[src/sv/hfs_pkg.sv]
// package for the hub flit switch: shared constants
// no dependencies
`timescale 1ns / 1ps
package hfs_pkg;
   localparam int unsigned HUB_BITS = 6;
   localparam int unsigned COUNT_BITS = 32;
endpackage

[src/sv/hfs_if.sv]
// valid/ready channel interfaces for the hub flit switch
// no dependencies
`timescale 1ns / 1ps
interface hfs_req_if #(parameter int P = 5, parameter int F = 64) ();
   logic valid;
   logic ready;
   logic [P-1:0] request_levels;
   logic [P-1:0] ack_levels;
   logic [F-1:0] flit_in [P];
   modport source (output valid, request_levels, ack_levels, flit_in, input ready);
   modport sink (input valid, request_levels, ack_levels, flit_in, output ready);
endinterface

interface hfs_rsp_if #(parameter int P = 5, parameter int F = 64) ();
   logic valid;
   logic ready;
   logic [P-1:0] ack_out_levels;
   logic [P-1:0] request_out_levels;
   logic [F-1:0] flit_out [P];
   logic [31:0] routed_total;
   logic [4:0] local_buffered;
   modport source (output valid, ack_out_levels, request_out_levels, flit_out,
      routed_total, local_buffered, input ready);
   modport sink (input valid, ack_out_levels, request_out_levels, flit_out,
      routed_total, local_buffered, output ready);
endinterface

interface hfs_csr_if ();
   logic valid;
   logic ready;
   logic [5:0] data;
   modport source (output valid, data, input ready);
   modport sink (input valid, data, output ready);
endinterface

[src/sv/hfs_lane.sv]
// one input lane: flit fifo, alternating-bit receive, route decode of the head
// depends on hfs_pkg
`timescale 1ns / 1ps
module hfs_lane import hfs_pkg::*; #(
   parameter int P = 5, parameter int D = 4, parameter int F = 64,
   parameter int DB = 8, parameter int L = 4
) (
   input  logic clock,
   input  logic reset,
   input  logic step,
   input  logic req_level,
   input  logic [F-1:0] flit_in,
   input  logic pop,
   input  logic [HUB_BITS-1:0] hub,
   output logic nonempty,
   output logic [$clog2(P)-1:0] route,
   output logic [F-1:0] head,
   output logic rx_level,
   output logic [$clog2(D+1)-1:0] fill
);
   localparam int AW = (D > 1) ? $clog2(D) : 1;
   localparam int FW = $clog2(D+1);
   localparam int RW = $clog2(P);
   localparam int DW = DB + HUB_BITS + 3;
   logic [F-1:0] store_ff [D];
   logic [AW-1:0] head_ff, tail_ff;
   logic [FW-1:0] fill_ff;
   logic rx_ff;
   logic push;
   logic [DW-1:0] dst, base, diff;

   assign nonempty = fill_ff != '0;
   assign head = store_ff[head_ff];
   assign push = (req_level != rx_ff) && (fill_ff != FW'(D));
   assign dst = DW'(head[DB-1:0]);
   assign base = DW'(L) * DW'(hub);
   assign diff = dst - base;
   assign route = (dst >= base && diff < DW'(L)) ? RW'(diff) : RW'(L);
   assign rx_level = rx_ff;
   assign fill = fill_ff;

   always_ff @(posedge clock) begin
      if (reset) begin
         head_ff <= '0;
         tail_ff <= '0;
         fill_ff <= '0;
         rx_ff <= 1'b0;
      end else if (step) begin
         if (pop) head_ff <= (head_ff == AW'(D-1)) ? '0 : head_ff + 1'b1;
         if (push) begin
            tail_ff <= (tail_ff == AW'(D-1)) ? '0 : tail_ff + 1'b1;
            rx_ff <= ~rx_ff;
         end
         fill_ff <= fill_ff + FW'(push) - FW'(pop);
      end
   end

   always_ff @(posedge clock) begin
      if (step && push) store_ff[tail_ff] <= flit_in;
   end
endmodule

[src/sv/hfs_merge.sv]
// merging stage: round-robin reservation of outputs and forwarding
// depends on hfs_pkg
`timescale 1ns / 1ps
module hfs_merge import hfs_pkg::*; #(
   parameter int P = 5, parameter int F = 64
) (
   input  logic clock,
   input  logic reset,
   input  logic step,
   input  logic [P-1:0] nonempty,
   input  logic [$clog2(P)-1:0] route [P],
   input  logic [F-1:0] head [P],
   input  logic [P-1:0] ack,
   output logic [P-1:0] pop,
   output logic [P-1:0] tx_level,
   output logic [F-1:0] held [P],
   output logic [COUNT_BITS-1:0] grants
);
   localparam int PW = $clog2(P);
   logic [P-1:0] owned_ff;
   logic [PW-1:0] owner_ff [P];
   logic [PW-1:0] rot_ff;
   logic [P-1:0] tx_ff;
   logic [F-1:0] held_ff [P];
   logic [COUNT_BITS-1:0] grants_ff;
   logic [P-1:0] own_in;
   logic [PW-1:0] owner_in [P];
   logic [P-1:0] send;
   logic [PW-1:0] send_src [P];
   logic [COUNT_BITS-1:0] g;
   int idx;
   logic found;

   always_comb begin
      own_in = owned_ff;
      owner_in = owner_ff;
      g = grants_ff;
      for (int j = 0; j < P; j++) begin
         idx = int'(rot_ff) + j;
         if (idx >= P) idx = idx - P;
         if (nonempty[idx] && !own_in[route[idx]]) begin
            own_in[route[idx]] = 1'b1;
            owner_in[route[idx]] = PW'(idx);
            g = g + 1'b1;
         end
      end
      pop = '0;
      send = '0;
      for (int o = 0; o < P; o++) send_src[o] = '0;
      for (int i = 0; i < P; i++) begin
         found = 1'b0;
         for (int o = 0; o < P; o++) begin
            if (!found && own_in[o] && owner_in[o] == PW'(i) && nonempty[i]) begin
               found = 1'b1;
               if (tx_ff[o] == ack[o]) begin
                  send[o] = 1'b1;
                  send_src[o] = PW'(i);
                  pop[i] = 1'b1;
               end
            end
         end
      end
   end

   always_ff @(posedge clock) begin
      if (reset) begin
         owned_ff <= '0;
         rot_ff <= '0;
         tx_ff <= '0;
         grants_ff <= '0;
         for (int o = 0; o < P; o++) held_ff[o] <= '0;
      end else if (step) begin
         owned_ff <= own_in & ~send;
         rot_ff <= (rot_ff == PW'(P-1)) ? '0 : rot_ff + 1'b1;
         tx_ff <= tx_ff ^ send;
         grants_ff <= g;
         for (int o = 0; o < P; o++)
            if (send[o]) held_ff[o] <= head[send_src[o]];
      end
   end

   always_ff @(posedge clock) begin
      if (step) owner_ff <= owner_in;
   end

   assign tx_level = tx_ff;
   assign held = held_ff;
   assign grants = grants_ff;
endmodule

[src/sv/hub_flit_switch_abp_unit.sv]
// hub flit switch top level: lanes, merge stage and result register
// depends on hfs_pkg, hfs_if, hfs_lane, hfs_merge
`timescale 1ns / 1ps
// One request is one clock tick of a five-port input-buffered hub switch; each
// request yields one response holding the levels, last sent flits, grant count
// and local fill after that tick. A request is taken every cycle while the
// response register is empty or being read; its response appears in the next
// cycle in an output register, along with the lanes' fifo and merge stage state.
module hub_flit_switch_abp_unit import hfs_pkg::*; #(
   parameter int PORT_COUNT = 5, parameter int FIFO_DEPTH = 4,
   parameter int FLIT_BITS = 64, parameter int DEST_BITS = 8,
   parameter int LOCAL_PORTS = 4
) (
   input logic clock,
   input logic reset,
   hfs_req_if.sink req,
   hfs_rsp_if.source rsp,
   hfs_csr_if.sink csr
);
   localparam int PW = $clog2(PORT_COUNT);
   localparam int FW = $clog2(FIFO_DEPTH+1);
   logic [HUB_BITS-1:0] hub_ff;
   logic rsp_valid_ff;
   logic step;
   logic [PORT_COUNT-1:0] nonempty, pop, rx, tx;
   logic [PW-1:0] route [PORT_COUNT];
   logic [FLIT_BITS-1:0] head [PORT_COUNT];
   logic [FLIT_BITS-1:0] held [PORT_COUNT];
   logic [FW-1:0] fill [PORT_COUNT];
   logic [COUNT_BITS-1:0] grants;
   logic [4:0] local_sum;

   assign req.ready = !rsp_valid_ff || rsp.ready;
   assign step = req.valid && req.ready;
   assign csr.ready = 1'b1;

   always_ff @(posedge clock) begin
      if (reset) hub_ff <= '0;
      else if (csr.valid) hub_ff <= csr.data;
   end

   for (genvar k = 0; k < PORT_COUNT; k++) begin : g_lane
      hfs_lane #(.P(PORT_COUNT), .D(FIFO_DEPTH), .F(FLIT_BITS), .DB(DEST_BITS),
         .L(LOCAL_PORTS)) u_lane (
         .clock, .reset, .step, .req_level(req.request_levels[k]),
         .flit_in(req.flit_in[k]), .pop(pop[k]), .hub(hub_ff),
         .nonempty(nonempty[k]), .route(route[k]), .head(head[k]),
         .rx_level(rx[k]), .fill(fill[k]));
   end

   hfs_merge #(.P(PORT_COUNT), .F(FLIT_BITS)) u_merge (
      .clock, .reset, .step, .nonempty, .route, .head, .ack(req.ack_levels),
      .pop, .tx_level(tx), .held, .grants);

   always_comb begin
      local_sum = '0;
      for (int k = 0; k < LOCAL_PORTS; k++) local_sum = local_sum + 5'(fill[k]);
   end

   always_ff @(posedge clock) begin
      if (reset) rsp_valid_ff <= 1'b0;
      else if (step) rsp_valid_ff <= 1'b1;
      else if (rsp.ready) rsp_valid_ff <= 1'b0;
   end

   assign rsp.valid = rsp_valid_ff;
   assign rsp.ack_out_levels = rx;
   assign rsp.request_out_levels = tx;
   assign rsp.flit_out = held;
   assign rsp.routed_total = grants;
   assign rsp.local_buffered = local_sum;

   a_hold: assert property (@(posedge clock) disable iff (reset)
      rsp.valid && !rsp.ready |=> $stable(rsp.routed_total))
      else $error("response changed while stalled");
   a_pop: assert property (@(posedge clock) disable iff (reset)
      (pop & ~nonempty) == '0) else $error("pop from empty fifo");
   a_grow: assert property (@(posedge clock) disable iff (reset)
      !step |=> $stable(tx)) else $error("transmit level moved without request");
endmodule
[src/flat_wrapper.sv]
// flat-port wrapper written by rule: the top's interface ports become plain ports
module hub_flit_switch_abp_unit_flat import hfs_pkg::*;
#(
   parameter int PORT_COUNT = 5, parameter int FIFO_DEPTH = 4,
   parameter int FLIT_BITS = 64, parameter int DEST_BITS = 8,
   parameter int LOCAL_PORTS = 4
)
  (clock, reset, req_valid, req_request_levels, req_ack_levels, req_flit_in, req_ready, rsp_valid, rsp_ack_out_levels, rsp_request_out_levels, rsp_flit_out, rsp_routed_total, rsp_local_buffered, rsp_ready, csr_valid, csr_data, csr_ready);
  hfs_req_if req_i ();
  hfs_rsp_if rsp_i ();
  hfs_csr_if csr_i ();
  input logic clock;
  input logic reset;
  input wire logic [$bits(req_i.valid)-1:0] req_valid;
  input wire logic [$bits(req_i.request_levels)-1:0] req_request_levels;
  input wire logic [$bits(req_i.ack_levels)-1:0] req_ack_levels;
  input wire logic [$bits(req_i.flit_in)-1:0] req_flit_in;
  output wire logic [$bits(req_i.ready)-1:0] req_ready;
  output wire logic [$bits(rsp_i.valid)-1:0] rsp_valid;
  output wire logic [$bits(rsp_i.ack_out_levels)-1:0] rsp_ack_out_levels;
  output wire logic [$bits(rsp_i.request_out_levels)-1:0] rsp_request_out_levels;
  output wire logic [$bits(rsp_i.flit_out)-1:0] rsp_flit_out;
  output wire logic [$bits(rsp_i.routed_total)-1:0] rsp_routed_total;
  output wire logic [$bits(rsp_i.local_buffered)-1:0] rsp_local_buffered;
  input wire logic [$bits(rsp_i.ready)-1:0] rsp_ready;
  input wire logic [$bits(csr_i.valid)-1:0] csr_valid;
  input wire logic [$bits(csr_i.data)-1:0] csr_data;
  output wire logic [$bits(csr_i.ready)-1:0] csr_ready;
  assign req_i.valid = req_valid;
  assign req_i.request_levels = req_request_levels;
  assign req_i.ack_levels = req_ack_levels;
  assign req_i.flit_in = {>>{req_flit_in}};
  assign req_ready = req_i.ready;
  assign rsp_valid = rsp_i.valid;
  assign rsp_ack_out_levels = rsp_i.ack_out_levels;
  assign rsp_request_out_levels = rsp_i.request_out_levels;
  assign rsp_flit_out = {>>{rsp_i.flit_out}};
  assign rsp_routed_total = rsp_i.routed_total;
  assign rsp_local_buffered = rsp_i.local_buffered;
  assign rsp_i.ready = rsp_ready;
  assign csr_i.valid = csr_valid;
  assign csr_i.data = csr_data;
  assign csr_ready = csr_i.ready;
  hub_flit_switch_abp_unit #(.PORT_COUNT(PORT_COUNT), .FIFO_DEPTH(FIFO_DEPTH), .FLIT_BITS(FLIT_BITS), .DEST_BITS(DEST_BITS), .LOCAL_PORTS(LOCAL_PORTS)) u_core (.clock(clock), .reset(reset), .req(req_i), .rsp(rsp_i), .csr(csr_i));
endmodule
[config.mk]
export PLATFORM = sky130hd
export DESIGN_NAME = hub_flit_switch_abp_unit_flat
export DESIGN_NICKNAME = d
export VERILOG_FILES = /design/src/sv/hfs_pkg.sv /design/src/sv/hfs_if.sv /design/src/sv/hfs_lane.sv /design/src/sv/hfs_merge.sv /design/src/sv/hub_flit_switch_abp_unit.sv /design/src/flat_wrapper.sv
export SDC_FILE = /design/constraint.sdc
export NUM_CORES = 2
export LEC_CHECK = 0
export BUFFER_PORTS_ARGS = -buffer_cell sky130_fd_sc_hd__buf_2
export CAP_MARGIN = 0
export CORE_MARGIN = 3
export CORE_UTILIZATION = 54
export CTS_BUF_LIST = sky130_fd_sc_hd__clkbuf_8
export DETAILED_ROUTE_END_ITERATION = 10
export PLACE_DENSITY = 0.72
export SYNTH_ARGS = -nofsm -noshare
export SYNTH_HDL_FRONTEND = slang
export SYNTH_HIERARCHICAL = 1
export SYNTH_SLANG_ARGS = --single-unit
[constraint.sdc]
create_clock -name clock -period 11.48 [get_ports clock]
set_input_delay 3.444 -clock clock [delete_from_list [all_inputs] [get_ports clock]]
set_output_delay 3.444 -clock clock [all_outputs]
set_load 0.005 [all_outputs]
==> out/results.ini <==
[synth]
synth_xor_area_share_pct = 1.84
yosysMostFrequentCell = edfxtp_1
syn_avg_cell_area_sq_um = 12.3
synthAdderAreaFrac_pct = 1.79
yosysSeqAreaShare_pct = 55.3
synth-async-reset-ratio_pct = 0
muxShareOfSynthArea_pct = 14.5
syn_area_sq_um = 85600
synth_commonest_cells = 1295 x edfxtp_1, 843 x nand2_1, 487 x nor2_1
synth_nets = 7415
synth_compound_area_share_pct = 12.0
synth_flop_cell = edfxtp_1
synth_top_family_by_area = multiplexers
synth-seq-cells = 1717
yosys-top-cells-area = edfxtp_1 45%, dfxtp_1 9.9%, mux4_2 8.4%
synth_cells = 6961
synth_edf_count = 1295
yosys_warnings = 6
synth.top_cell.area_share_pct = 45.4
yosys.area.top_type = edfxtp_1
yosysUniqueCellTypes = 133
synthSimpleGateAreaFrac_pct = 11.6

[floorplan]
initial_utilization_pct = 54.6
fp.coreArea_sq_um = 157000
fp.dieW_microns = 404
die_h_microns = 404
io_pins = 711
fp-row-count = 145
fp.dieArea_sq_um = 163000

[clocking]
h-tree-depth = 5
clock-sinks = 1717
cts_buffers = 303
cts_tree = done
hold_buffers = 0
path_clk_slew_ns = 0.06
clk_latency_ns = 1.04
cts_root_buffer = clkbuf_8
cts_setup_buffers = 0
cts_resized = 0
cts_buffer_depth = 4

[route]
num_vias = 68300
wl_per_cell_microns = 32.3
viasPerCell = 6.80
first_iter_violations = 9893
final_antenna_net_count = 0
drtPass1Iterations = 6
drt_wl_total_mm = 324
drc = 0

[place]
portBuffers = 709
dpl.hpwl_mm = 219
gp_congestion = 1.00
dp.cells = 9389

[finish]
syn_to_final_growth_pct = 13.9
multi_input_area_sq_um = 36100
fill_cells = 12100
instances_no_fill = 10000
seq_area_sq_um = 47400
layout-drive-gt1-share_pct = 22.5
nNetsFinal = 8090

[sta]
hold_viol_final = 0
worst_slew_pin_slew_ns = 1.18
slew_violations = 0
rsz0062_at_grt = false
slew_headroom_pct = 21.5
fin_crit_sh_pct = 92.6
finalSetupViolations = 0
tns_ns = 0
fin_skew_ns = 0.0974
max_freq_mhz = 94.0
min_period_ns = 10.64

[flow_run]
drv_cap = 0

[worst_setup_path]
cp_data_arrival_time_ns = 11.53
slowest_delay_ns = 0.64
ff2ff_setup_slack_ns = 0.84
critPathKind = reg2reg
critPathRequiredTime_ns = 12.37
timing.rr.end = u_core/u_merge/grants[28]$_SDFFE_PP0P_
worstPathMaxFanout = 17
startpoint_type = flip-flop
worstSetupEndpointType = flip-flop
critPathSlowestCell = dfxtp_4
r2r_cells = 33

[run_status]
outcome = completed

[power]
ir_drop_v = 0.000187
powerDensity_nw_per_um2 = 171
p_leak_nw = 36.8

[global_route]
grt_overflow = 0
grt_max_degree = 129
grt_pass1_wl_mm = 460
grtUsageTotal_pct = 39.0
antenna_found_initial = 163
grt_pass1_vias = 65200

[worst_hold_path]
holdPathEnd = u_core/u_merge/held[131]$_SDFFE_PP0P_
min_from = u_core/u_merge/held[131]$_SDFFE_PP0P_
min_path_type = reg2reg
holdPathStages = 2

==> registers in the layout (all words and copies together), names as in the netlist, 6 cells and up, named ones only <==
register	cells
u_core/g_lane.u_lane/store_ff	1280
u_core/g_lane.u_lane/head_ff	10
u_core/u_merge/held	320
u_core/hub_ff	6
u_core/u_merge/owner_ff	15
u_core/u_merge/grants	32
u_core/g_lane.u_lane/tail_ff	10
u_core/g_lane.u_lane/fill	15
==> where the power goes <==
| part | leakage (nW) | switching (mW) | internal (mW) | total, mW |
|---|---|---|---|---|
| combinational | 18.4 | 2.60 | 1.43 | 4.03 |
| sequential | 15.2 | 0.220 | 7.04 | 7.26 |
| clock | 3.32 | 2.50 | 2.88 | 5.38 |
==> through the flow <==
stage	util [%]	cell area, sq um	power (mW)	hold WS (ns)	setup slack, ns
6_report	62.2	97500	16.7	0.459	0.845
5_1_grt	62.1	97400	17.2	0.467	0.230
4_1_cts	62.0	97200	16.6	0.458	1.02
3_5_place_dp	58.4	91500	11.3	0.448	1.05
3_3_place_gp	58.4	91500	11.2	0.442	1.24
2_1_floorplan	-	85600	9.79	0.443	1.38
==> placed cells by master, fill, tap and decap left out, types with 70 or more instances in the layout <==
cell and n:
mux2i_1 485, nor3_1 80, buf_4 141, ha_1 97, and2_1 154, o21ai_0 86, a32o_1 71, nor2_1 484
a211oi_1 298, inv_1 220, a21oi_1 180, clkbuf_8 340, nand3_1 226, a221oi_1 74, a31oi_1 222, a22o_1 70
buf_2 708, dfxtp_1 412, edfxtp_1 1295, xnor2_1 108, nand2_1 839, o2111ai_1 72, diode_2 117, mux4_2 320
==> worst max-delay path, delay by kind of cell, from the launching register on <==
family,cells,cell delay (ns)
AO/OA/AOI/OAI,12,3.06
AND/OR/NAND/NOR,10,3.78
adder cells (fa/ha/maj),3,0.60
flip-flops,1,0.64
XOR/XNOR,2,0.75
buffers and inverters,2,0.32
multiplexers,4,1.40
==> layer usage <==
metal / GRT usage, % / vias to the layer above / part of all wire [%]
li1: - / 28500 / -
met1: 48.9 / 33500 / 36
met2: 59.2 / 4994 / 45
met3: 12.1 / 1209 / 13
met4: 24.2 / 64 / 7.0
met5: 0 / - / 0.14
==> cells by family (layout without fill, tap and decap cells) <==
family / count (synthesis) / after routing
and+or+nand+nor: 2131 / 2131
DFF: 1717 / 1717
AOI/OAI and AO/OA: 1382 / 1382
muxes: 832 / 832
buffers and inverters: 614 / 1511
xor gates and xnor gates: 171 / 171
adders and majority gates: 113 / 113
other: 1 / 118
==> layout make-up <==
type	instances	area share, %
Antenna cell	117	0.300
Clock buffer	340	4.80
Clock inverter	187	1.00
Inverter	108	0.416
Multi-Input combinational cell	4630	37.0
Sequential cell	1717	48.6
Tap cell	2058	2.64
Timing Repair Buffer	876	5.27
==> how the worst max path moves through the flow <==
stage | cells past startpoint | slack, ns | to | from
after global placement | 33 | 1.24 | u_core/u_merge/grants[28]$_SDFFE_PP0P_ | flip-flop
after floorplan | 40 | 1.38 | u_core/u_merge/grants[28]$_SDFFE_PP0P_ | flip-flop
after global routing | 33 | 0.23 | u_core/u_merge/grants[28]$_SDFFE_PP0P_ | flip-flop
after detailed placement | 33 | 1.05 | u_core/u_merge/grants[28]$_SDFFE_PP0P_ | flip-flop
after CTS | 33 | 1.02 | u_core/u_merge/grants[28]$_SDFFE_PP0P_ | flip-flop
final | 33 | 0.84 | u_core/u_merge/grants[28]$_SDFFE_PP0P_ | flip-flop
No activity file was read; power rests on OpenSTA's default activity.
